**src/hw/rtl/rmsd_pkg.sv**
```systemverilog
// Types, register codes and the decay table for the match score block.
`default_nettype none
package rmsd_pkg;

	typedef struct packed {
		logic        restart;
		logic [31:0] squared_dist;
	} rmsd_in_t;

	typedef struct packed {
		logic [31:0] score;
		logic [15:0] match_count;
	} rmsd_out_t;

	localparam logic [1:0] CFG_NORM_MODE    = 2'd0;
	localparam logic [1:0] CFG_COUNT_FIRST  = 2'd1;
	localparam logic [1:0] CFG_COUNT_SECOND = 2'd2;
	localparam logic [1:0] CFG_RMS_GAIN     = 2'd3;

	localparam logic [1:0] MODE_MIN    = 2'd0;
	localparam logic [1:0] MODE_AVG    = 2'd1;
	localparam logic [1:0] MODE_ONE    = 2'd2;
	localparam logic [1:0] MODE_UNUSED = 2'd3;

	localparam int EXP_BITS = 29;

	// exp(-2^(b-24)) scaled by 2^32, rounded
	localparam logic [31:0] DECAY_TABLE [0:EXP_BITS-1] = '{
		32'd4294967040, 32'd4294966784, 32'd4294966272, 32'd4294965248,
		32'd4294963200, 32'd4294959104, 32'd4294950912, 32'd4294934528,
		32'd4294901760, 32'd4294836226, 32'd4294705160, 32'd4294443040,
		32'd4293918848, 32'd4292870656, 32'd4290775039, 32'd4286586875,
		32'd4278222805, 32'd4261543595, 32'd4228380000, 32'd4162825044,
		32'd4034748382, 32'd3790295335, 32'd3344923893, 32'd2605029347,
		32'd1580030169, 32'd581260615,  32'd78665070,   32'd1440801,
		32'd483
	};

endpackage
`default_nettype wire

```
**src/hw/rtl/rmsd_match_score_top.sv**
```systemverilog
// Running point-matching score: accumulator, sequencer and shared arithmetic.
//
//  channel | direction | handshake             | payload
//  --------+-----------+-----------------------+-------------------------------
//  in      | sink      | in_valid / in_stall   | in_data  (restart, squared_dist)
//  out     | source    | out_valid / out_stall | out_data (score, match_count)
//  cfg     | sink      | cfg_valid / cfg_ready | cfg_index, cfg_data
//
// Each transaction steps from acceptance through the mean division, the square
// root, the gain product, the exponential, the count product, the normalizing
// division and the hand-over of the result; the exponential is skipped when the
// exponent is so large that the decay underflows to zero. One shared subtractor
// and one shared multiplier serve these steps in turn; in_stall stays high for
// the whole time, and longer while a full output register holds the finished
// result back.
// The finished result sits in an output register, so the next transaction is
// taken while it still waits on out_stall. Reset clears sum, count, control and
// restores the register defaults. cfg_ready is always high.
`default_nettype none
module rmsd_match_score_top
	import rmsd_pkg::*;
#(
	parameter int unsigned MAX_MATCHES = 65535
) (
	input  wire logic        clk,
	input  wire logic        arst_n,
	input  wire logic        in_valid,
	output logic             in_stall,
	input  wire rmsd_in_t    in_data,
	output logic             out_valid,
	input  wire logic        out_stall,
	output rmsd_out_t        out_data,
	input  wire logic        cfg_valid,
	output logic             cfg_ready,
	input  wire logic [1:0]  cfg_index,
	input  wire logic [23:0] cfg_data
);

	localparam int unsigned CAP_I = (MAX_MATCHES < 65535) ? MAX_MATCHES : 65535;
	localparam logic [15:0] CAP   = CAP_I[15:0];
	localparam logic [48:0] SUM_LIMIT = {1'b0, {48{1'b1}}};

	typedef enum logic [7:0] {
		S_IDLE = 8'b0000_0001,
		S_DIV1 = 8'b0000_0010,
		S_SQRT = 8'b0000_0100,
		S_MULX = 8'b0000_1000,
		S_EXP  = 8'b0001_0000,
		S_MUL2 = 8'b0010_0000,
		S_DIV2 = 8'b0100_0000,
		S_DONE = 8'b1000_0000
	} state_t;

	state_t      state_q;
	logic [1:0]  norm_mode_q;
	logic [15:0] count_first_q;
	logic [15:0] count_second_q;
	logic [23:0] rms_gain_q;
	logic [47:0] dist_sum_q;
	logic [15:0] pair_count_q;
	logic [63:0] rad_q;    // dividend / quotient, or radicand
	logic [34:0] rem_q;
	logic [31:0] root_q;
	logic [24:0] dvs_q;
	logic [5:0]  cnt_q;
	logic [28:0] x_q;
	logic [32:0] e_q;
	logic [31:0] score_q;
	rmsd_out_t   out_q;
	logic        out_valid_q;

	// Configuration
	assign cfg_ready = 1'b1;

	always_ff @(posedge clk or negedge arst_n) begin
		if (!arst_n) begin
			norm_mode_q    <= MODE_MIN;
			count_first_q  <= 16'd1;
			count_second_q <= 16'd1;
			rms_gain_q     <= 24'd65536;
		end else if (cfg_valid && cfg_ready) begin
			case (cfg_index)
				CFG_NORM_MODE:    norm_mode_q    <= cfg_data[1:0];
				CFG_COUNT_FIRST:  count_first_q  <= cfg_data[15:0];
				CFG_COUNT_SECOND: count_second_q <= cfg_data[15:0];
				CFG_RMS_GAIN:     rms_gain_q     <= cfg_data;
				default:          ;
			endcase
		end
	end

	// Accumulate on acceptance
	logic        in_acc;
	logic [47:0] sum_base;
	logic [48:0] sum_add;
	logic [47:0] sum_next;
	logic [15:0] cnt_base;
	logic [15:0] cnt_next;

	assign in_stall = (state_q != S_IDLE);
	assign in_acc   = in_valid && !in_stall;

	always_comb begin
		sum_base = in_data.restart ? 48'd0 : dist_sum_q;
		cnt_base = in_data.restart ? 16'd0 : pair_count_q;
		sum_add  = {1'b0, sum_base} + {17'd0, in_data.squared_dist};
		sum_next = (sum_add > SUM_LIMIT) ? SUM_LIMIT[47:0] : sum_add[47:0];
		cnt_next = (cnt_base < CAP) ? cnt_base + 16'd1 : cnt_base;
	end

	// Divisor in half units, shifted into Q.8
	logic [16:0] d2;
	always_comb begin
		case (norm_mode_q)
			MODE_MIN: d2 = (count_first_q < count_second_q) ?
				{count_first_q, 1'b0} : {count_second_q, 1'b0};
			MODE_AVG: d2 = {1'b0, count_first_q} + {1'b0, count_second_q};
			default:  d2 = 17'd2;
		endcase
		if (d2 == 17'd0) begin
			d2 = 17'd2;
		end
	end

	// Shared subtractor: restoring division step or square-root digit step
	logic [34:0] sub_a;
	logic [34:0] sub_b;
	logic [35:0] sub_d;
	logic        sub_ge;

	always_comb begin
		if (state_q == S_SQRT) begin
			sub_a = {rem_q[32:0], rad_q[63:62]};
			sub_b = {1'b0, root_q, 2'b01};
		end else begin
			sub_a = {9'd0, rem_q[24:0], rad_q[49]};
			sub_b = {10'd0, dvs_q};
		end
		sub_d  = {1'b0, sub_a} - {1'b0, sub_b};
		sub_ge = !sub_d[35];
	end

	// Shared multiplier
	logic [32:0] mul_a;
	logic [31:0] mul_b;
	logic [64:0] mul_p;

	always_comb begin
		case (state_q)
			S_MULX:  begin
				mul_a = {1'b0, root_q};
				mul_b = {8'd0, rms_gain_q};
			end
			S_EXP:   begin
				mul_a = e_q;
				mul_b = DECAY_TABLE[cnt_q[4:0]];
			end
			default: begin
				mul_a = e_q;
				mul_b = {16'd0, pair_count_q};
			end
		endcase
		mul_p = {32'd0, mul_a} * {33'd0, mul_b};
	end

	logic [49:0] quo_next;
	logic [64:0] e_round;
	assign quo_next = {rad_q[48:0], sub_ge};
	assign e_round  = mul_p + 65'h0_8000_0000;

	// Sequencer
	always_ff @(posedge clk or negedge arst_n) begin
		if (!arst_n) begin
			state_q      <= S_IDLE;
			dist_sum_q   <= '0;
			pair_count_q <= '0;
			cnt_q        <= '0;
		end else begin
			case (state_q)
				S_IDLE: begin
					if (in_acc) begin
						dist_sum_q   <= sum_next;
						pair_count_q <= cnt_next;
						cnt_q        <= 6'd49;
						state_q      <= S_DIV1;
					end
				end
				S_DIV1: begin
					if (cnt_q == 6'd0) begin
						cnt_q   <= 6'd31;
						state_q <= S_SQRT;
					end else begin
						cnt_q <= cnt_q - 6'd1;
					end
				end
				S_SQRT: begin
					if (cnt_q == 6'd0) begin
						state_q <= S_MULX;
					end else begin
						cnt_q <= cnt_q - 6'd1;
					end
				end
				S_MULX: begin
					cnt_q   <= 6'd0;
					// skip the exponential when the decay underflows to zero
					state_q <= (|mul_p[55:37]) ? S_MUL2 : S_EXP;
				end
				S_EXP: begin
					if (cnt_q == 6'(EXP_BITS - 1)) begin
						state_q <= S_MUL2;
					end else begin
						cnt_q <= cnt_q + 6'd1;
					end
				end
				S_MUL2: begin
					cnt_q   <= 6'd49;
					state_q <= S_DIV2;
				end
				S_DIV2: begin
					if (cnt_q == 6'd0) begin
						state_q <= S_DONE;
					end else begin
						cnt_q <= cnt_q - 6'd1;
					end
				end
				S_DONE: begin
					if (!out_valid_q || !out_stall) begin
						state_q <= S_IDLE;
					end
				end
				default: state_q <= S_IDLE;
			endcase
		end
	end

	// Datapath registers
	always_ff @(posedge clk) begin
		case (state_q)
			S_IDLE: begin
				rad_q <= {16'd0, sum_next};
				rem_q <= '0;
				dvs_q <= {9'd0, cnt_next};
			end
			S_DIV1: begin
				if (cnt_q == 6'd0) begin
					// quotient is the mean; scale it up for the root
					rad_q  <= {quo_next[47:0], 16'd0};
					rem_q  <= '0;
					root_q <= '0;
				end else begin
					rem_q <= sub_ge ? sub_d[34:0] : sub_a;
					rad_q <= {14'd0, quo_next};
				end
			end
			S_SQRT: begin
				rem_q  <= sub_ge ? sub_d[34:0] : sub_a;
				rad_q  <= {rad_q[61:0], 2'b00};
				root_q <= {root_q[30:0], sub_ge};
			end
			S_MULX: begin
				x_q <= mul_p[36:8];
				e_q <= (|mul_p[55:37]) ? 33'd0 : {1'b1, 32'd0};
			end
			S_EXP: begin
				if (x_q[cnt_q[4:0]]) begin
					e_q <= e_round[64:32];
				end
			end
			S_MUL2: begin
				rad_q <= {14'd0, mul_p[48:0], 1'b0};
				rem_q <= '0;
				dvs_q <= {d2, 8'd0};
			end
			S_DIV2: begin
				rem_q <= sub_ge ? sub_d[34:0] : sub_a;
				rad_q <= {14'd0, quo_next};
				if (cnt_q == 6'd0) begin
					score_q <= (|quo_next[49:32]) ? 32'hFFFF_FFFF : quo_next[31:0];
				end
			end
			default: ;
		endcase
	end

	// Output register: load when empty or being drained
	always_ff @(posedge clk or negedge arst_n) begin
		if (!arst_n) begin
			out_valid_q <= 1'b0;
		end else if (state_q == S_DONE && (!out_valid_q || !out_stall)) begin
			out_valid_q <= 1'b1;
		end else if (!out_stall) begin
			out_valid_q <= 1'b0;
		end
	end

	always_ff @(posedge clk) begin
		if (state_q == S_DONE && (!out_valid_q || !out_stall)) begin
			out_q.score       <= score_q;
			out_q.match_count <= pair_count_q;
		end
	end

	assign out_valid = out_valid_q;
	assign out_data  = out_q;

	// Checks
	a_accept_starts: assert property (@(posedge clk) disable iff (!arst_n)
		in_acc |=> state_q == S_DIV1)
		else $error("accepted transaction did not start the division");

	a_count_nonzero: assert property (@(posedge clk) disable iff (!arst_n)
		out_valid_q |-> out_q.match_count != 16'd0)
		else $error("result carries a zero match count");

	a_root_rem: assert property (@(posedge clk) disable iff (!arst_n)
		state_q == S_SQRT |-> rem_q[34:33] == 2'b00)
		else $error("square root remainder overflow");

	a_done_loads: assert property (@(posedge clk) disable iff (!arst_n)
		(state_q == S_DONE && (!out_valid_q || !out_stall)) |=>
		(out_valid_q && state_q == S_IDLE))
		else $error("finished result not loaded");

endmodule
`default_nettype wire
```
**config.mk**
```make
export PLATFORM = sky130hd
export DESIGN_NAME = rmsd_match_score_top
export DESIGN_NICKNAME = d
export VERILOG_FILES = /design/src/hw/rtl/rmsd_pkg.sv /design/src/hw/rtl/rmsd_match_score_top.sv
export SDC_FILE = /design/constraint.sdc
export NUM_CORES = 2
export LEC_CHECK = 0
export ABC_AREA = 1
export CAP_MARGIN = 15
export CELL_PAD_IN_SITES_DETAIL_PLACEMENT = 0
export CELL_PAD_IN_SITES_GLOBAL_PLACEMENT = 1
export CORE_UTILIZATION = 40
export DETAILED_ROUTE_END_ITERATION = 6
export DONT_BUFFER_PORTS = 1
export PLACE_DENSITY = 0.82
export SYNTH_ARGS = -nofsm -noshare
export SYNTH_HDL_FRONTEND = slang
export SYNTH_SLANG_ARGS = --single-unit
```
**constraint.sdc**
```tcl
create_clock -name clk -period 9.59 [get_ports clk]
set_input_delay 0.4795 -clock clk [delete_from_list [all_inputs] [get_ports clk]]
set_output_delay 0.4795 -clock clk [all_outputs]
set_load 0.1 [all_outputs]
```
==> metrics.md <==
| Metric | Value |
|---|---|
| Status | complete, but fails checks |
| Failing checks | DRC |
| Final Max Tran Viols | 0 |
| Ys async rst share | a little under a third |
| Share of cells above drive strength 1 | 11.1% |
| DR vias | 56,100 |
| Clk pin slew, worst setup/hold paths | 0.07 ns |
| DR pass1 iterations | 7 |
| Cells after Synth | roughly 8,300 |
| Fillers | about 16,000 |
| Top-area cell type share of the netlist area | slightly below 30% |
| Final period utilization | between 90 and 100% |
| Die width | about 400 um |
| Max-Cap Viols | 0 |
| Largest family of logic cells by synthesized area | adder cells |
| # IOs | about 120 |
| Core Region | 158,000 um^2 |
| Crit path time final | a little over 9 ns |
| Synth Area in XOR/XNOR | between 1 and 1.5% |
| CTS root buf | clkbuf_16 |
| Warnings from Yosys | 0 |
| Worst hold path class | input pin to flop |
| Met2 WL | 106,000 um |
| M1 WL | a little under 100,000 um |
| IO Port Bufs | 0 |
| Crit Path Class | flop to flop |
| Mux share of post-synthesis cell area | 0.0531% |
| Post-synth EDFFs | about 300 |
| Post-DP HPWL | roughly 200,000 um |
| Synth Area in Compound Gates | around 7.5% |
| F_max | 108 MHz |
| Arr. time, crit path | 9.76 ns |
| Synth Area in Simple Gates | about 22% |
| Buffer depth of the longest clock path | 3 |
| Met3 wire length | 21,900 um |
| Final #Nets | roughly 10,000 |
| H-tree lvl count | 2 |
| Place WS | -0.0739 ns |
| Mapped Area | approximately 64,000 um^2 |
| First-pass GRT wire length | between 300,000 and 400,000 um |
| Critical Path End Type | flop |
| Critical Path Max Stage Delay | roughly 0.62 ns |
| Initial antenna violation count | 2 |
| # DRC | 3 |
| Worst Tran Pin Value | 1.17 ns |
| Vias per inst | 5.24 |
| Grt ovf | 0 |
| GP Congestion | ~1.0 |
| Clock Latency Late Sink | about 0.62 ns |
| Critical Path Start Type | flop |
| Synth Net Count | a little under 10,000 |
| Die span in y | between 400 and 500 um |
| Required @ worst endpoint | slightly above 10 ns |
| Final setup viols | 0 |
| Drt initial violations | 5,405 |
| Crit-path max FO | 13 |
| Gr usage total | slightly below 30% |
| Num rows | 146 |
| Area Growth Syn to Fin | 13.8% |
| Synth Area per Inst | 7.68 um^2 |
| Slowest-stage cell, CP | fa_1 |
| Setup Skew | around 0.032 ns |
| Area contributors post-synth | fa_1, edfxtp_1, nand2_1 |
| Fin worst setup slack | between 0.2 and 0.3 ns |
| Rel. slew slack | between 20% and 30% |
| Pin count of the biggest net entering global routing | 138 |
| Synth Register Bits | approximately 430 |
| Total routed wirelength | around 230,000 um |
| CP most frequent cell | fa_1 |
| Die Area | ~160,000 um^2 |
| Sinks on Clock Net | 433 |
| CTS Buf Count | between 50 and 60 |
| Top Metal Used | met4 |
| Synth area leader | fa_1 |
| Sequential fraction of the synthesis area | 19.4% |
| Post-Synth Adder-Cell Area | a little under two fifths |
| Number of global-route vias before repair | about 56,000 |
| Main synth FF type | edfxtp_1 |
| Wirelength per Cell | about 22 um |
| Antenna Nets Post-Route | 0 |
| Clock tree from TritonCTS | yes |
| Initial core utilization | between 40 and 50% |
| Synth unique cells | 67 |
| Fin. Hold Viols | 0 |
[cells in the final DEF, fill, tap and decap left out, drive strengths merged, types with 4 or more instances in the layout]
cell type,instances
nor2,996
a31oi,10
xor2,61
dfrtp,133
buf,532
and3,7
and2,7
clkinv,23
o22ai,45
nand3,228
a221oi,15
ha,384
o31ai,8
a21o,10
nor3,51
dlygate4sd3,4
clkinvlp,6
nand2,1994
a21boi,4
o21bai,8
nand4,38
fa,929
edfxtp,296
bufinv,9
nor4,24
nand3b,14
clkbuf,61
xnor2,44
a21oi,295
inv,1908
o21ai,396
o2111ai,8
a32oi,4
o221ai,8
or2,9
a22oi,8
o211ai,21
dfstp,4
o21a,11
[per-stage QoR]
| stage | util [%] | TNS (ns) | cells | hold WS (ns) | area [um^2] |
|---|---|---|---|---|---|
| 3_5_place_dp | 44.1 | -0.0931 | 10600 | 0.189 | 69800 |
| 6_report | 45.8 | 0 | 10700 | 0.0298 | 72400 |
| 5_1_grt | 45.8 | -0.0250 | 10700 | 0.0280 | 72400 |
| 4_1_cts | 45.3 | 0 | 10700 | 0.0104 | 71700 |
| 2_1_floorplan | - | 0 | 8283 | 0.184 | 63600 |
| 3_3_place_gp | 44.1 | -0.0496 | 10600 | 0.191 | 69800 |
[critical path, delay by kind of cell, from the launching register on]
kind	cells	cell delay, ns
AOI/OAI and AO/OA	2	0.42
buffers and inverters	11	1.57
and+or+nand+nor	17	2.06
adders and majority gates	9	4.56
DFF	1	0.50
[layer usage]
layer / up-vias / global-route usage [%]
met4: 0 / 8.07
met2: 2376 / 46.6
met5: - / 0
met3: 365 / 5.62
li1: 25600 / -
met1: 27800 / 39.8
[synthesized netlist by cell type, types with 10 or more instances]
library cell	n
dfrtp_1	133
buf_2	50
a31oi_1	10
nand3b_1	14
nand3_2	18
nand4_1	38
a221oi_1	14
fa_1	929
nor4_1	19
clkbuf_1	206
nand3_1	209
nand2_2	45
o21ai_0	342
xnor2_1	44
nor2_1	937
a21oi_1	294
o211ai_1	20
o21ai_2	11
inv_2	36
o22ai_1	45
nor3_1	44
o21ai_1	43
a21o_1	10
buf_1	24
nand2_1	1948
nor2_4	21
o21a_1	11
edfxtp_1	296
inv_1	1864
ha_1	384
xor2_1	61
clkinv_1	11
nor2_2	38
[flip-flops by register name, indices dropped and copies added (netlist names)]
name	count
e_q	33
count_second_q	16
dvs_q	25
rms_gain_q	24
norm_mode_q	2
out_valid	1
x_q	29
pair_count_q	16
out_data	48
rad_q	64
dist_sum_q	48
cnt_q	6
rem_q	33
score_q	32
count_first_q	16
state_q	8
root_q	32
[cell families (layout without fill, tap and decap cells)]
logic type	after synthesis	count (layout)
other cells	1	2
mux	3	3
flops	433	433
fa+ha+maj	1313	1313
compound gates	861	861
buf+inv	2198	2543
xor+xnor	105	105
simple gates	3369	3369
[final cells by class]
cell class / instances / area, um^2 / share of cell area (%)
multi-input combinational: 5652 / 43600 / 60.3
sequential: 433 / 12300 / 17.0
inverter: 1911 / 7180 / 9.92
timing repair buffer: 537 / 4810 / 6.65
tap: 2072 / 2590 / 3.58
clock buffer: 60 / 1370 / 1.90
clock inverter: 35 / 474 / 0.655
antenna: 1 / 2.50 / 0.00346
[worst paths after layout]
path | from | slack (ns) | depth (start not counted) | end
worst max-delay path | cnt_q[3] | 0.29 | 39 | e_q[28]
worst min-delay path | cfg_data[16] | 0.03 | 2 | rms_gain_q[16]
worst max register to register | cnt_q[3] | 0.29 | 39 | e_q[28]
worst min register to register | score_q[7] | 0.41 | 0 | out_data[23]
max in group asynchronous | arst_n | 8.28 | 2 | cnt_q[3]
min in group asynchronous | arst_n | 0.49 | 2 | dist_sum_q[22]
[repair_timing]
item,in CTS,in global routing
pin swaps,0,18
hold buffers,5,0
gates cloned,0,1
gates resized for setup,4,141
setup buffers,0,15
hold endpoints to repair,140,0
setup endpoints to repair,8,34
Power is not shown: default switching activity piles up to over one toggle a cycle in this logic, so the estimate is an artifact.
